**config.mk**
```make
export PLATFORM = sky130hd
export DESIGN_NAME = query_pair_percent_decoder_top
export DESIGN_NICKNAME = d
export VERILOG_FILES = /design/src/rtl/core/qpd_pkg.sv /design/src/rtl/core/qpd_front.sv /design/src/rtl/core/qpd_queue.sv /design/src/rtl/core/qpd_back.sv /design/src/rtl/core/query_pair_percent_decoder_top.sv
export SDC_FILE = /design/constraint.sdc
export NUM_CORES = 1
export LEC_CHECK = 0
export ABC_AREA = 1
export CAP_MARGIN = 25
export CORE_ASPECT_RATIO = 0.5
export CORE_MARGIN = 2
export CORE_UTILIZATION = 68
export CTS_CLUSTER_SIZE = 8
export DETAILED_ROUTE_END_ITERATION = 16
export DONT_BUFFER_PORTS = 1
export MAX_ROUTING_LAYER = met4
export PLACE_DENSITY_LB_ADDON = 0.15
export SLEW_MARGIN = 25
export SYNTH_ARGS = -nofsm -noshare
export SYNTH_HDL_FRONTEND = slang
export SYNTH_SLANG_ARGS = --single-unit
```
**constraint.sdc**
```tcl
create_clock -name clk_i -period 9.7 [get_ports clk_i]
set_input_delay 0.485 -clock clk_i [delete_from_list [all_inputs] [get_ports clk_i]]
set_output_delay 0.485 -clock clk_i [all_outputs]
set_load 0.03 [all_outputs]
```
**src/rtl/core/qpd_pkg.sv**
```systemverilog
// Shared types and constants of the query pair percent decoder.
// Depends on nothing.
package qpd_pkg;

  localparam logic [7:0] CH_AMP = 8'h26;
  localparam logic [7:0] CH_EQ  = 8'h3D;
  localparam logic [7:0] CH_PCT = 8'h25;

  localparam int QDEPTH  = 4;
  localparam int QPTR_W  = $clog2(QDEPTH);
  localparam int QCNT_W  = $clog2(QDEPTH + 1);
  localparam int NREC    = 3;
  localparam int RIDX_W  = $clog2(NREC);

  typedef enum logic [1:0] {
    KIND_KEY         = 2'd0,
    KIND_VALUE       = 2'd1,
    KIND_VALUE_BEGIN = 2'd2,
    KIND_PAIR_END    = 2'd3
  } kind_e;

  typedef enum logic [1:0] {
    ESC_NONE  = 2'd0,
    ESC_PCT   = 2'd1,
    ESC_DIGIT = 2'd2
  } esc_e;

  typedef struct packed {
    logic [7:0] data;
    kind_e      kind;
    logic       has_value;
    logic       done;
  } rec_t;

  typedef struct packed {
    logic [RIDX_W-1:0]    cnt;
    rec_t [NREC-1:0]      rec;
  } cmd_t;

  function automatic logic is_hex(input logic [7:0] c);
    return (c >= 8'h30 && c <= 8'h39) || (c >= 8'h41 && c <= 8'h46) ||
           (c >= 8'h61 && c <= 8'h66);
  endfunction

  function automatic logic [3:0] hex_val(input logic [7:0] c);
    logic [7:0] v;
    v = 8'h00;
    if (c >= 8'h30 && c <= 8'h39) v = c - 8'h30;
    else if (c >= 8'h41 && c <= 8'h46) v = c - 8'h41 + 8'd10;
    else if (c >= 8'h61 && c <= 8'h66) v = c - 8'h61 + 8'd10;
    return v[3:0];
  endfunction

endpackage

```
**src/rtl/core/qpd_front.sv**
```systemverilog
// Front end: accepts raw query bytes, tracks escape and key/value state,
// and builds a command of up to three records. Depends on qpd_pkg.
module qpd_front (
  input  logic               clk_i,
  input  logic               rst_ni,
  input  logic               fire_i,
  input  logic [7:0]         in_byte_i,
  input  logic               is_end_i,
  output logic               push_o,
  output qpd_pkg::cmd_t      cmd_o
);

  qpd_pkg::esc_e phase_q, phase_d;
  logic [7:0]    held_q, held_d;
  logic          in_value_q, in_value_d;

  always_ff @(posedge clk_i or negedge rst_ni) begin
    if (!rst_ni) begin
      phase_q    <= qpd_pkg::ESC_NONE;
      held_q     <= 8'h00;
      in_value_q <= 1'b0;
    end else if (fire_i) begin
      phase_q    <= phase_d;
      held_q     <= held_d;
      in_value_q <= in_value_d;
    end
  end

  // Next state.
  always_comb begin
    logic brk;
    brk        = 1'b1;
    phase_d    = phase_q;
    held_d     = held_q;
    in_value_d = in_value_q;
    if (is_end_i) begin
      phase_d    = qpd_pkg::ESC_NONE;
      held_d     = 8'h00;
      in_value_d = 1'b0;
    end else begin
      unique case (phase_q)
        qpd_pkg::ESC_PCT: begin
          if (qpd_pkg::is_hex(in_byte_i)) begin
            phase_d = qpd_pkg::ESC_DIGIT;
            held_d  = in_byte_i;
            brk     = 1'b0;
          end
        end
        qpd_pkg::ESC_DIGIT: begin
          if (qpd_pkg::is_hex(in_byte_i)) begin
            phase_d = qpd_pkg::ESC_NONE;
            held_d  = 8'h00;
            brk     = 1'b0;
          end
        end
        default: ;
      endcase
      if (brk) begin
        held_d  = 8'h00;
        phase_d = (in_byte_i == qpd_pkg::CH_PCT) ? qpd_pkg::ESC_PCT : qpd_pkg::ESC_NONE;
        if (in_byte_i == qpd_pkg::CH_AMP) in_value_d = 1'b0;
        else if (in_byte_i == qpd_pkg::CH_EQ) in_value_d = 1'b1;
      end
    end
  end

  // Records.
  always_comb begin
    logic [qpd_pkg::RIDX_W-1:0] n;
    logic                       flush_pct;
    logic                       flush_held;
    logic                       do_plain;
    qpd_pkg::kind_e             dkind;
    qpd_pkg::rec_t              r;
    n          = '0;
    flush_pct  = 1'b0;
    flush_held = 1'b0;
    do_plain   = 1'b0;
    dkind      = in_value_q ? qpd_pkg::KIND_VALUE : qpd_pkg::KIND_KEY;
    r          = '0;
    cmd_o      = '0;

    unique case (phase_q)
      qpd_pkg::ESC_PCT: begin
        flush_pct = is_end_i || !qpd_pkg::is_hex(in_byte_i);
        do_plain  = !is_end_i && !qpd_pkg::is_hex(in_byte_i);
      end
      qpd_pkg::ESC_DIGIT: begin
        flush_pct  = is_end_i || !qpd_pkg::is_hex(in_byte_i);
        flush_held = flush_pct;
        do_plain   = !is_end_i && !qpd_pkg::is_hex(in_byte_i);
      end
      default: begin
        do_plain = !is_end_i;
      end
    endcase

    if (flush_pct) begin
      r = '{data: qpd_pkg::CH_PCT, kind: dkind, has_value: 1'b0, done: 1'b0};
      cmd_o.rec[n] = r;
      n = n + 1'b1;
    end
    if (flush_held) begin
      r = '{data: held_q, kind: dkind, has_value: 1'b0, done: 1'b0};
      cmd_o.rec[n] = r;
      n = n + 1'b1;
    end
    if (is_end_i) begin
      r = '{data: 8'h00, kind: qpd_pkg::KIND_PAIR_END, has_value: in_value_q, done: 1'b1};
      cmd_o.rec[n] = r;
      n = n + 1'b1;
    end else if (phase_q == qpd_pkg::ESC_DIGIT && qpd_pkg::is_hex(in_byte_i)) begin
      r = '{data: {qpd_pkg::hex_val(held_q), qpd_pkg::hex_val(in_byte_i)}, kind: dkind,
            has_value: 1'b0, done: 1'b0};
      cmd_o.rec[n] = r;
      n = n + 1'b1;
    end else if (do_plain && in_byte_i != qpd_pkg::CH_PCT) begin
      if (in_byte_i == qpd_pkg::CH_AMP) begin
        r = '{data: 8'h00, kind: qpd_pkg::KIND_PAIR_END, has_value: in_value_q, done: 1'b0};
      end else if (in_byte_i == qpd_pkg::CH_EQ) begin
        r = '{data: 8'h00, kind: qpd_pkg::KIND_VALUE_BEGIN, has_value: 1'b0, done: 1'b0};
      end else begin
        r = '{data: in_byte_i, kind: dkind, has_value: 1'b0, done: 1'b0};
      end
      cmd_o.rec[n] = r;
      n = n + 1'b1;
    end
    cmd_o.cnt = n;
  end

  assign push_o = fire_i && (cmd_o.cnt != '0);

endmodule

```
**src/rtl/core/qpd_queue.sv**
```systemverilog
// Command queue between front end and back end.
// Depends on qpd_pkg.
module qpd_queue (
  input  logic           clk_i,
  input  logic           rst_ni,
  input  logic           push_i,
  input  qpd_pkg::cmd_t  cmd_i,
  output logic           full_o,
  input  logic           pop_i,
  output logic           valid_o,
  output qpd_pkg::cmd_t  cmd_o
);

  qpd_pkg::cmd_t               mem_q [qpd_pkg::QDEPTH];
  logic [qpd_pkg::QPTR_W-1:0]  wr_q, wr_d, rd_q, rd_d;
  logic [qpd_pkg::QCNT_W-1:0]  cnt_q, cnt_d;

  always_ff @(posedge clk_i) begin
    if (push_i) mem_q[wr_q] <= cmd_i;
  end

  always_comb begin
    wr_d  = push_i ? wr_q + 1'b1 : wr_q;
    rd_d  = pop_i ? rd_q + 1'b1 : rd_q;
    cnt_d = cnt_q + {{(qpd_pkg::QCNT_W-1){1'b0}}, push_i}
                  - {{(qpd_pkg::QCNT_W-1){1'b0}}, pop_i};
  end

  always_ff @(posedge clk_i or negedge rst_ni) begin
    if (!rst_ni) begin
      wr_q  <= '0;
      rd_q  <= '0;
      cnt_q <= '0;
    end else begin
      wr_q  <= wr_d;
      rd_q  <= rd_d;
      cnt_q <= cnt_d;
    end
  end

  assign full_o  = (cnt_q == qpd_pkg::QCNT_W'(qpd_pkg::QDEPTH));
  assign valid_o = (cnt_q != '0);
  assign cmd_o   = mem_q[rd_q];

endmodule

```
**src/rtl/core/qpd_back.sv**
```systemverilog
// Back end: walks the records of the head command into the output register.
// Depends on qpd_pkg.
module qpd_back (
  input  logic           clk_i,
  input  logic           rst_ni,
  input  logic           valid_i,
  input  qpd_pkg::cmd_t  cmd_i,
  output logic           pop_o,
  input  logic           ready_i,
  output logic           valid_o,
  output logic           last_o,
  output qpd_pkg::rec_t  rec_o
);

  logic [qpd_pkg::RIDX_W-1:0] idx_q, idx_d;
  logic                       valid_q, valid_d;
  logic                       last_q;
  qpd_pkg::rec_t              rec_q;
  logic                       adv;
  logic                       is_last;

  assign adv     = valid_i && (!valid_q || ready_i);
  assign is_last = (idx_q == cmd_i.cnt - 1'b1);
  assign pop_o   = adv && is_last;

  always_comb begin
    idx_d   = idx_q;
    valid_d = valid_q;
    if (adv) begin
      idx_d   = is_last ? '0 : idx_q + 1'b1;
      valid_d = 1'b1;
    end else if (ready_i) begin
      valid_d = 1'b0;
    end
  end

  always_ff @(posedge clk_i or negedge rst_ni) begin
    if (!rst_ni) begin
      idx_q   <= '0;
      valid_q <= 1'b0;
    end else begin
      idx_q   <= idx_d;
      valid_q <= valid_d;
    end
  end

  always_ff @(posedge clk_i) begin
    if (adv) begin
      rec_q  <= cmd_i.rec[idx_q];
      last_q <= is_last;
    end
  end

  assign valid_o = valid_q;
  assign last_o  = last_q;
  assign rec_o   = rec_q;

endmodule

```
**src/rtl/core/query_pair_percent_decoder_top.sv**
```systemverilog
// Query string pair splitter and percent decoder, top level.
// Depends on qpd_pkg, qpd_front, qpd_queue and qpd_back.
//
// One raw query byte (or an end marker) is taken per cycle while the four-entry
// command queue has room; the front end decodes it in that cycle and queues up to
// three records. The back end drives one record per cycle from its output register
// while the output is not stalled; each record passes through a queue entry and then
// that output register. Sustained input rate is one item per cycle as long as
// items average at most one record and the output is not stalled.
module query_pair_percent_decoder_top (
  input  logic        clk_i,
  input  logic        rst_ni,
  input  logic        s_axis_tvalid,
  output logic        s_axis_tready,
  input  logic [7:0]  s_axis_tdata,   // [7:0] in_byte
  input  logic        s_axis_tuser,   // [0] is_end
  output logic        m_axis_tvalid,
  input  logic        m_axis_tready,
  output logic [15:0] m_axis_tdata,   // [7:0] out_byte, [8] pair_has_value,
                                      // [9] query_done, [15:10] zero
  output logic [1:0]  m_axis_tuser,   // [1:0] record_kind
  output logic        m_axis_tlast    // last_of_run
);

  logic          full;
  logic          in_fire;
  logic          push;
  qpd_pkg::cmd_t push_cmd;
  logic          head_valid;
  qpd_pkg::cmd_t head_cmd;
  logic          pop;
  qpd_pkg::rec_t rec;

  assign s_axis_tready = !full;
  assign in_fire       = s_axis_tvalid && !full;

  qpd_front u_front (
    .clk_i     (clk_i),
    .rst_ni    (rst_ni),
    .fire_i    (in_fire),
    .in_byte_i (s_axis_tdata),
    .is_end_i  (s_axis_tuser),
    .push_o    (push),
    .cmd_o     (push_cmd)
  );

  qpd_queue u_queue (
    .clk_i   (clk_i),
    .rst_ni  (rst_ni),
    .push_i  (push),
    .cmd_i   (push_cmd),
    .full_o  (full),
    .pop_i   (pop),
    .valid_o (head_valid),
    .cmd_o   (head_cmd)
  );

  qpd_back u_back (
    .clk_i   (clk_i),
    .rst_ni  (rst_ni),
    .valid_i (head_valid),
    .cmd_i   (head_cmd),
    .pop_o   (pop),
    .ready_i (m_axis_tready),
    .valid_o (m_axis_tvalid),
    .last_o  (m_axis_tlast),
    .rec_o   (rec)
  );

  assign m_axis_tdata = {6'b0, rec.done, rec.has_value, rec.data};
  assign m_axis_tuser = rec.kind;

endmodule

```
* After elaboration in Yosys (flattened, before gate mapping) *
Memory sizes are Yosys's and may differ from the RTL's.
Cells that the tools add are included.

storage, ports and cells
  input bits = 13
  logic and storage cells = 153
  memories kept = 1
  RAM bits = 152
  register bits after elaboration = 34
  output and inout bits = 21

memory list
  memory         depth  bits a word  read ports  clocked after Yosys merged registers in  write ports  RTL line         text
  u_queue.mem_q  4      38           1           0                                        1            qpd_queue.sv:14  qpd_pkg::cmd_t mem_q [qpd_pkg::QDEPTH];

operators by class
  muxes and demuxes = 62
  eq/ne operators = 10
  $lt $le $gt $ge = 17
  add/sub/neg operators = 18
  reductions and logical operators = 32

operator list
  kind                 count
  $bwmux 36            4
  $mux 36              4
  $mux 12              8
  $demux 12 s2         2
  $mux 4               10
  $ge 8x7->1 const B   4
  $le 8x7->1 const B   4
  $mux 8               4
  $bmux 12 s2          1
  $eq 8x6->1 const B   3
  $sub 4x1->4 const B  6
  $mux 2               9
  $mux 1               17
  $add 4x4->4 const B  4
  $ge 8x6->1 const B   2
  $le 8x6->1 const B   2
  $pmux 8 s2           1
  $logic_and 1x1->1    15
  $mux 10              1
  $add 2x1->2 const B  4
  $ne 4x2->1 const B   2
  $ne 8x6->1 const B   1
  $lt 2x3->1 const B   2
  $reduce_bool 2->1    3
  other kinds (19)     26

* Longest topological paths before layout *
Gate-level depths: netlist (run 1).

  depth in word-level cells = 18
  gate-level depth with buffers = 18
  mapped depth without buffers = 18

* By module *
Synthesis (run 1) repeated with hierarchy kept, for this count alone.

second synthesis, totals
  cells, all modules = 1118
  area total of the unflattened synthesis = 9887.0 µm²

modules (own cells, without submodules)
  module                          area each (µm²)  sequential area each (µm²)  cells an instance  instances
  qpd_queue                       6806.5           4739.5                      643                1
  qpd_front                       2169.6           275.3                       365                1
  qpd_back                        848.3            465.4                       100                1
  query_pair_percent_decoder_top  62.6             0.0                         10                 1

* Worst setup path before layout (run 1) *
No wires, ideal clock.

  path type = input to register
  start = input s_axis_tdata[1]
  end = memory u_queue.mem_q[0][0] (netlist name) (enable)
  slack = 6.232 ns
  required time = 9.297 ns
  data arrival time = 3.065 ns
  buffers on the path = 0
  setup time = 0.403 ns
  cell stages on the path = 15
  path through = inv_1 ha_1 nor2_1 nand2_1 nand3_2 nand2_4 nand2_4 nand2_1 ha_1 inv_1 nand3_1 nand2_2 nand2_4 nand2_4 nor2_2

on the way
  word-level cells in the longest chain between the ends = 18
  elaborated cells on any way between the ends = 31
  those cells by class = 2 x add/sub; 6 x order compare; 1 x eq/ne; 10 x mux; 12 x reduce/logical

ends and longest elaborated chain
  element                             RTL line                                              text
  start: declaration                  query_pair_percent_decoder_top.sv:15                  input logic [7:0] s_axis_tdata,
  $ge 8x6->1 (tied with other cells)  qpd_pkg.sv:41                                         return (c >= 8'h30 && c <= 8'h39) || (c >= 8'h41 && c <= 8'h46) ||
  $logic_and 1x1->1                   qpd_pkg.sv:41
  $logic_or 1x1->1 (2 in a row)       qpd_pkg.sv:41
  $logic_not 1->1                     --
  $logic_or 1x1->1                    qpd_front.sv:85, qpd_front.sv:89
  $mux 1                              --
  $mux 1                              qpd_front.sv:98                                       if (flush_pct) begin
  $add 1x1->2                         qpd_front.sv:106                                      n = n + 1'b1;
  $mux 2                              qpd_front.sv:103                                      if (flush_held) begin
  $add 2x1->2                         qpd_front.sv:111, qpd_front.sv:116, qpd_front.sv:126
  $mux 2                              qpd_front.sv:117                                      end else if (do_plain && in_byte_i != qpd_pkg::CH_PCT) begin
  $mux 2                              qpd_front.sv:112                                      end else if (phase_q == qpd_pkg::ESC_DIGIT && qpd_pkg::is_hex(in_byte_i)) begin
  $mux 2 (*)                          qpd_front.sv:108                                      if (is_end_i) begin
  $reduce_bool 2->1 (*)               qpd_front.sv:131                                      assign push_o = fire_i && (cmd_o.cnt != '0);
  $logic_and 1x1->1 (*)               qpd_front.sv:131
  $mux 1 (*)                          qpd_queue.sv:19                                       if (push_i) mem_q[wr_q] <= cmd_i;
  $mux 1 (implied by the code) (*)    qpd_queue.sv:19
  end: declaration                    qpd_queue.sv:14

Mark *: on every way between the ends. The rest lies on a longest branch, timed or not.

* Final worst setup path (run 1) *
  start = register u_queue.rd_q[0] (netlist name)
  end = register u_queue.cnt_q[2] (netlist name)

on the way
  word-level cells in the longest chain between the ends = 5

ends and longest elaborated chain
  element                     RTL line                              text
  start: declaration          qpd_queue.sv:15                       logic [qpd_pkg::QPTR_W-1:0] wr_q, wr_d, rd_q, rd_d;
  start signal: assignment    qpd_queue.sv:36                       rd_q <= rd_d;
  $mem_v2 4x38                --
  $sub 2x1->2                 qpd_back.sv:23                        assign is_last = (idx_q == cmd_i.cnt - 1'b1);
  $eq 2x2->1                  qpd_back.sv:23
  via u_back.is_last          qpd_back.sv:20                        logic is_last;
  $logic_and 1x1->1           qpd_back.sv:24                        assign pop_o = adv && is_last;
  via pop                     query_pair_percent_decoder_top.sv:31  logic pop;
  $sub 3x1->3                 qpd_queue.sv:26                       - {{(qpd_pkg::QCNT_W-1){1'b0}}, pop_i};
  via u_queue.cnt_d, one bit  qpd_queue.sv:16                       logic [qpd_pkg::QCNT_W-1:0] cnt_q, cnt_d;
  end signal: assignment      qpd_queue.sv:37                       cnt_q <= cnt_d;
  end: declaration            qpd_queue.sv:16

The timed path passes the listed nets, and every way through them passes these cells.
A chain may end at the register's enable or synchronous reset.

==> metrics, run 1 <==
Top Metal Used met4; clock tree buffer depth 2; GR Util All Layers 0.317; Hold WC Path Type primary input to async pin; Clk pin slew, worst setup/hold paths approximately 0.07 ns; initial antenna violation count 0; status finished, final reports clean; vias in the first global route 5,537; Least-Margin Pin Slew 0.770 ns; post-synth cell types 41; Via density 6.39; Final Cell Area 9250 um2; GR Overflow Total 0; Worst slew margin 0.480; number of port buffers 0; Slew Viols, Final 0; drt wl/cell 21.4 um; worst-path fanout max 77; mean post-synth cell area between 10 and 15 um2; Die Wd 162 um; most frequent cells after synthesis 165 x edfxtp_1, 96 x o21ai_0, 94 x nor2_1; combinational power share 0.293; cell taking the most area after synthesis edfxtp_1; TNS Setup 0 ns; Multi-input gate area roughly 2600 um2; register area 5480 um2; Initial Utilization 0.708; final period utilization 0.337; WHS 0.0275 ns; first-pass GRT wire length 30,700 um; Async SR Flop Fraction 0.113; First DRT Iteration DRCs about 910; RSZ-0062 raised after global routing no; final wirelength 20,000 um; clk_skew 0.0101 ns; FP Rows 28; Max-cap violations 0; Synth area leaders edfxtp_1 58%, dfrtp_1 6.2%, o21ai_0 5.7%, nor2_1 4.2%, nand2_1 4.1%; ys flop type edfxtp_1; largest net degree at the start of global routing 78; clock latency at the later pin of the worst-skew pair 0.43 ns; Post-Place Cell Area 8620 um2; Clk pwr share 0.268; First-pass DRT Iterations 5; clock tree from TritonCTS built; post-synth top area share 0.584; ant diodes 0; Leak 3.47 nW; Cell Int Power 1.66 mW; clk sink count 186; most common cell in the synthesized netlist edfxtp_1; Via Count 5,960; Core Area 12,000 um2; IO Count 34; DP Wirelength ~12,000 um; ANT nets after route 0; worst path arrival time 3.58 ns; Area Growth Syn to Fin 9.06%; Tot Pwr 2.65 mW; critical path class flip-flop to flip-flop; Final Hold Fails 0; die height 83.0 um; Tmin final 3.27 ns; met3 wire length 2720 um; Seq pwr share 0.439; yosys warns 0; f_max 306 MHz; post-route setup slack ~6.4 ns; Met1 Wirelength 8250 um; Mapped Area 8480 um2; P_sw 996 uW; Crit. End Element flip-flop; gpl congestion 0.962; final non-filler cell total 933; htree depth 4; sequential fraction of the synthesis area 0.646; #FFs+latches synth 186; Final nets 785; Core Util, Final 0.772; Sw Ratio 0.376; # resized after CTS 0; Setup Viol. Count Final 0; Post-Place Cells 900; CTS Buf Count 17; Worst Path Required approximately 10 ns; Setup WS pre-CTS 6.37 ns; EDFF count, synth between 150 and 200; share of post-route cells with drive strength above 1 0.107; Syn Inst Count 762; Root Buffer clkbuf_16; DRC viols 0; met2 WL post-DR 8730 um; Worst IR Drop VDD 194 uV; crit start category flip-flop; die area 13,400 um2; FILL cells 745; Pwr Density 287 nW/um2
-- worst max-delay path, stage by stage (launching register included) --
cell	delay [ns]
dfrtp_2	0.34
buf_4	0.58
inv_2	0.17
nand2_1	0.11
nand3_1	0.08
nand2_1	0.12
xor2_1	0.18
o21ai_0	0.11
nand2_1	0.08
inv_1	0.05
nand2_1	0.17
inv_1	0.07
ha_1	0.27
inv_1	0.04
ha_1	0.19
fa_1	0.40
xor2_1	0.17
-- cells in the final DEF, fill, tap and decap left out, drive strengths merged, types with 2 or more instances in the layout --
cell type,Yosys,routed
edfxtp,165,165
nand2,107,107
o21ai,103,103
nor2,99,99
inv,67,74
nand3,38,38
o22ai,27,27
dfrtp,21,21
o221ai,17,17
clkbuf,29,17
ha,16,16
buf,14,12
o211ai,10,10
a21oi,10,10
xor2,8,8
nand4,7,7
clkinv,0,7
nor3,6,6
conb,1,6
a32o,4,4
o2111ai,3,3
o31ai,2,2
a31oi,2,2
-- state kept, by name, summed over array words and instances (netlist names) --
name,flops
u_back.rec_o,12
u_front.in_value_q,1
u_queue.rd_q,2
u_queue.mem_q,152
u_back.valid_o,1
u_queue.cnt_q,3
u_back.last_o,1
u_back.idx_q,2
u_front.held_q,8
u_queue.wr_q,2
u_front.phase_q,2
-- logic make-up (layout without fill, tap and decap cells) --
kind of cell / count (synthesis) / count (layout) / share of synthesized area
flops: 186 / 186 / 0.646
fa+ha+maj: 17 / 17 / 0.0260
mux: 1 / 1 / 0.00118
xor+xnor: 9 / 9 / 0.00930
simple gates: 258 / 258 / 0.136
buf+inv: 110 / 111 / 0.0530
other cells: 1 / 6 / 0.000442
compound gates: 180 / 180 / 0.127
-- final timing paths --
| kind | from | to | slack [ns] | depth (start not counted) |
|---|---|---|---|---|
| setup / recovery | u_queue.rd_q[0]$_DFFE_PN0P_ | u_queue.cnt_q[2]$_DFF_PN0_ | 6.43 | 16 |
| hold / removal | rst_ni | u_front.in_value_q$_DFFE_PN0P_ | 0.03 | 1 |
| setup reg to reg | u_queue.rd_q[0]$_DFFE_PN0P_ | u_queue.cnt_q[2]$_DFF_PN0_ | 6.43 | 16 |
| hold reg to reg | u_front.phase_q[0]$_DFFE_PN0P_ | u_front.phase_q[0]$_DFFE_PN0P_ | 0.52 | 2 |
| max in group asynchronous | rst_ni | u_queue.rd_q[0]$_DFFE_PN0P_ | 9.30 | 1 |
| min in group clk_i | m_axis_tready | u_back.valid_o$_DFFE_PN0P_ | 0.15 | 1 |
-- layout make-up --
class / instances / share of cell area
Clock buffer: 17 / 0.0460
Clock inverter: 15 / 0.0214
Inverter: 67 / 0.0272
Multi-Input combinational cell: 471 / 0.281
Sequential cell: 186 / 0.593
Tap cell: 165 / 0.0223
Timing Repair Buffer: 12 / 0.00947
-- power by group through the flow --
stage	sequential, mW	combinational, mW	clock, mW
after floorplan	1.17	0.542	0
after global placement	1.18	0.729	0
after detailed placement	1.18	0.753	0
after CTS	1.16	0.768	0.719
after global routing	1.18	0.859	0.751
final	1.16	0.777	0.712
-- metal layers --
metal	global-route usage	up-vias
met2	0.436	401
met5	-	-
met3	0.0894	32
li1	-	2691
met4	0.0603	0
met1	0.480	2836
-- repair_timing --
| action | 4_1_cts | 5_1_grt |
|---|---|---|
| hold buffers | 1 | 0 |
| endpoints found under the hold margin | 21 | 0 |
| setup buffers | 0 | 0 |
No activity file was read; power rests on OpenSTA's default activity.
==> run 2, diff against run 1 <==
--- a/config.mk
+++ b/config.mk
@@ -9,7 +9,7 @@
 export CAP_MARGIN = 25
 export CORE_ASPECT_RATIO = 0.5
 export CORE_MARGIN = 2
-export CORE_UTILIZATION = 68
+export CORE_UTILIZATION = 63
 export CTS_CLUSTER_SIZE = 8
 export DETAILED_ROUTE_END_ITERATION = 16
 export DONT_BUFFER_PORTS = 1
==> constraint.sdc (replaced) <==
create_clock -name clk_i -period 3.15 [get_ports clk_i]
set_input_delay 0.1575 -clock clk_i [delete_from_list [all_inputs] [get_ports clk_i]]
set_output_delay 0.1575 -clock clk_i [all_outputs]
set_load 0.03 [all_outputs]
==> run 2 against run 1 <==
Clock-buffer cell count unchanged. Via count about the same. First-iteration DRC count down 15%. Wire length down 0.82%. Sequential cell count is the same. Design area rose by 2.6%. Power grew to 3.1 times the previous value. Register-to-register slack got worse by 6.0 ns. Critical path type is now primary input to flip-flop.
==> metrics, run 2 (same netlist as run 1, synthesis figures left out) <==
status finished, final reports clean; FF-to-FF setup slack 0.42 ns (-6.01 ns); Tot Pwr 8.28 mW (+210%); Setup Buffers After CTS 0 (unchanged); Post-Place Cells 914 (+1.6%); clock tree buffer depth 2 (unchanged); most common cell after layout, fill and taps aside edfxtp_1; FP Rows 29 (+3.6%); vias in the first global route 5,419 (-2.1%); final period utilization 0.941; initial antenna violation count 0 (unchanged); First DRT Iteration DRCs 772 (-15%); Least-Margin Pin Slew 0.736 ns (-0.0340 ns); clk_skew 0.0112 ns (+0.00104 ns); clk sink count 186 (unchanged); Seq pwr share 0.434 (-0.005); Final nets 803 (+2.3%); combinational power share 0.297 (+0.004); drt wl/cell 20.7 um (-3.2%); Die Wd 168 um (+3.8%); Via density 6.23 (-2.5%); die area 14,500 um2 (+7.6%); Worst Path Required 3.47 ns (-6.53 ns); CP bufs+invs 4 (-1); Max-cap violations 0 (unchanged); Cell Int Power 5.23 mW (+220%); Core Area 12,900 um2 (+7.8%); Hold WC Path Type primary input to flip-flop; CP dominant cell by count nand2_4; ANT nets after route 0 (unchanged); IO Count 34 (unchanged); Largest Register u_queue.mem_q; Initial Utilization 0.656 (-0.0513); Worst slew margin 0.506 (+0.0254); Setup Viol. Count Final 0 (unchanged); Hold Crit Start s_axis_tuser; Setup crit end u_queue.cnt_q[2]$_DFF_PN0_; CP Depth 19 (+3); Slew Viols, Final 0 (unchanged); share of post-route cells with drive strength above 1 0.115 (+0.00773); Clk pin slew, worst setup/hold paths 0.08 ns (about the same); DRC viols 0 (unchanged); gpl congestion 0.997 (+3.7%); Crit. End Element flip-flop; first-pass GRT wire length 30,600 um (-0.23%); Worst Setup SP s_axis_tdata[0]; Root Buffer clkbuf_16; DP Wirelength 12,600 um (+3.6%); die height 86.0 um (+3.7%); final non-filler cell total 956 (+2.5%); Sw Ratio 0.369 (-0.00676); CP max stage delay 0.55 ns (-0.03 ns); Via Count 5,957 (-0.050%); Area Growth Syn to Fin 11.9%; P_sw 3.05 mW (+210%); GR Overflow Total 0 (unchanged); FF-to-FF path depth 15 (-1); ant diodes 0 (unchanged); worst path arrival time 3.29 ns (-0.29 ns); worst-path fanout max 8 (-90%); CTS Buf Count 17 (unchanged); critical path class primary input to flip-flop; most frequent cells in the layout 165 x edfxtp_1, 96 x o21ai_0, 94 x nor2_1, 93 x nand2_1, 59 x inv_1; Crit path max-delay family adder cells; FF-to-FF Start u_front.phase_q[0]$_DFFE_PN0P_; largest net degree at the start of global routing 73 (-6.4%); GR Util All Layers 0.297 (-0.0194); RSZ-0062 raised after global routing no; crit start category primary input; Clk pwr share 0.270 (+0.002); f_max about 340 MHz; number of port buffers 0 (unchanged); htree depth 4 (unchanged); Tmin final 2.97 ns; CP Cell Sequence dlygate4sd3_1, inv_2, ha_1, nor2_1, nand2_1, nand3_2, nand2_4, nand2_4, nand2_2, ha_4, inv_1, nand3_1, nand2_2, nand2_4, nand2_4, inv_1, ha_1, fa_1, xor2_1; clock latency at the later pin of the worst-skew pair 0.44 ns (about the same); Final Hold Fails 0 (unchanged); worst reg2reg path endpoint u_queue.cnt_q[2]$_DFF_PN0_; Worst IR Drop VDD 848 uV (+340%); max reg flops 152 (unchanged); clock tree from TritonCTS built; final wirelength 19,800 um (-0.82%); Leak 3.57 nW (+3.0%); First-pass DRT Iterations 5 (unchanged); Pwr Density 873 nW/um2 (+200%); slowest CP cell dlygate4sd3_1
==> run 2: area by class of cell <==
class	instances	area (um2)
multi-input cells	471	2610
clock inverters	15	204
inverters	67	251
clock buffers	17	425
well taps	170	213
fillers	872	3430
flip-flops and latches	186	5480
repair buffers	30	308
==> run 2: per-stage QoR <==
step           utilization  worst slack [ns]  area (um2)  setup TNS [ns]  hold slack [ns]
4_1_cts              0.733             0.138        9470               0          0.00643
2_1_floorplan            -            -0.134        8500          -20.44           -0.138
6_report             0.735             0.185        9490               0           0.0147
3_3_place_gp         0.678             0.288        8750               0           -0.138
5_1_grt              0.735            0.0633        9490               0           0.0349
3_5_place_dp         0.678             0.205        8750               0           -0.138
==> run 2: timing repair <==
action,4_1_cts,5_1_grt
resized for setup,0,1
hold endpoints to repair,29,21
hold buffers,9,1
setup endpoints to repair,0,1
==> run 2: worst register-to-register path, cell delays in order (launching register included) <==
cell and delay (ns):
dfrtp_1 0.37, inv_1 0.05, ha_1 0.33, inv_1 0.08
buf_4 0.17, nand2_4 0.09, nand3_4 0.17, nand2_1 0.13
nand2_1 0.07, nand2_2 0.09, nand2_4 0.07, nand2_4 0.15
inv_1 0.07, ha_1 0.22, fa_1 0.40, xor2_1 0.17
==> run 2: worst min-delay path by stage <==
stage	end	slack, ns	cells past startpoint
after CTS	u_front.in_value_q$_DFFE_PN0P_	0.006	2
after global placement	u_front.held_q[2]$_DFFE_PN0P_	-0.14	0
after floorplan	u_back.idx_q[0]$_DFFE_PN0P_	-0.14	0
final	u_front.in_value_q$_DFFE_PN0P_	0.01	2
after detailed placement	u_front.held_q[4]$_DFFE_PN0P_	-0.14	0
after global routing	u_front.in_value_q$_DFFE_PN0P_	0.03	2
==> run 2: power by group through the flow <==
stage | Sequential [mW] | Combinational [mW] | Clock [mW]
floorplan | 3.61 | 1.67 | 0
CTS | 3.59 | 2.45 | 2.24
detailed placement | 3.64 | 2.40 | 0
finish | 3.59 | 2.46 | 2.23
global placement | 3.63 | 2.34 | 0
global route | 3.63 | 2.70 | 2.34
==> run 2: metal layers <==
layer | share of wire | global-route usage | wire length, um | vias to the layer above
met3 | 0.11 | 0.0549 | 2270 | 24
li1 | - | - | - | 2723
met5 | 0 | - | 0 | -
met4 | 0.010 | 0.0893 | 199 | 0
met1 | 0.45 | 0.456 | 8940 | 2908
met2 | 0.42 | 0.406 | 8400 | 302
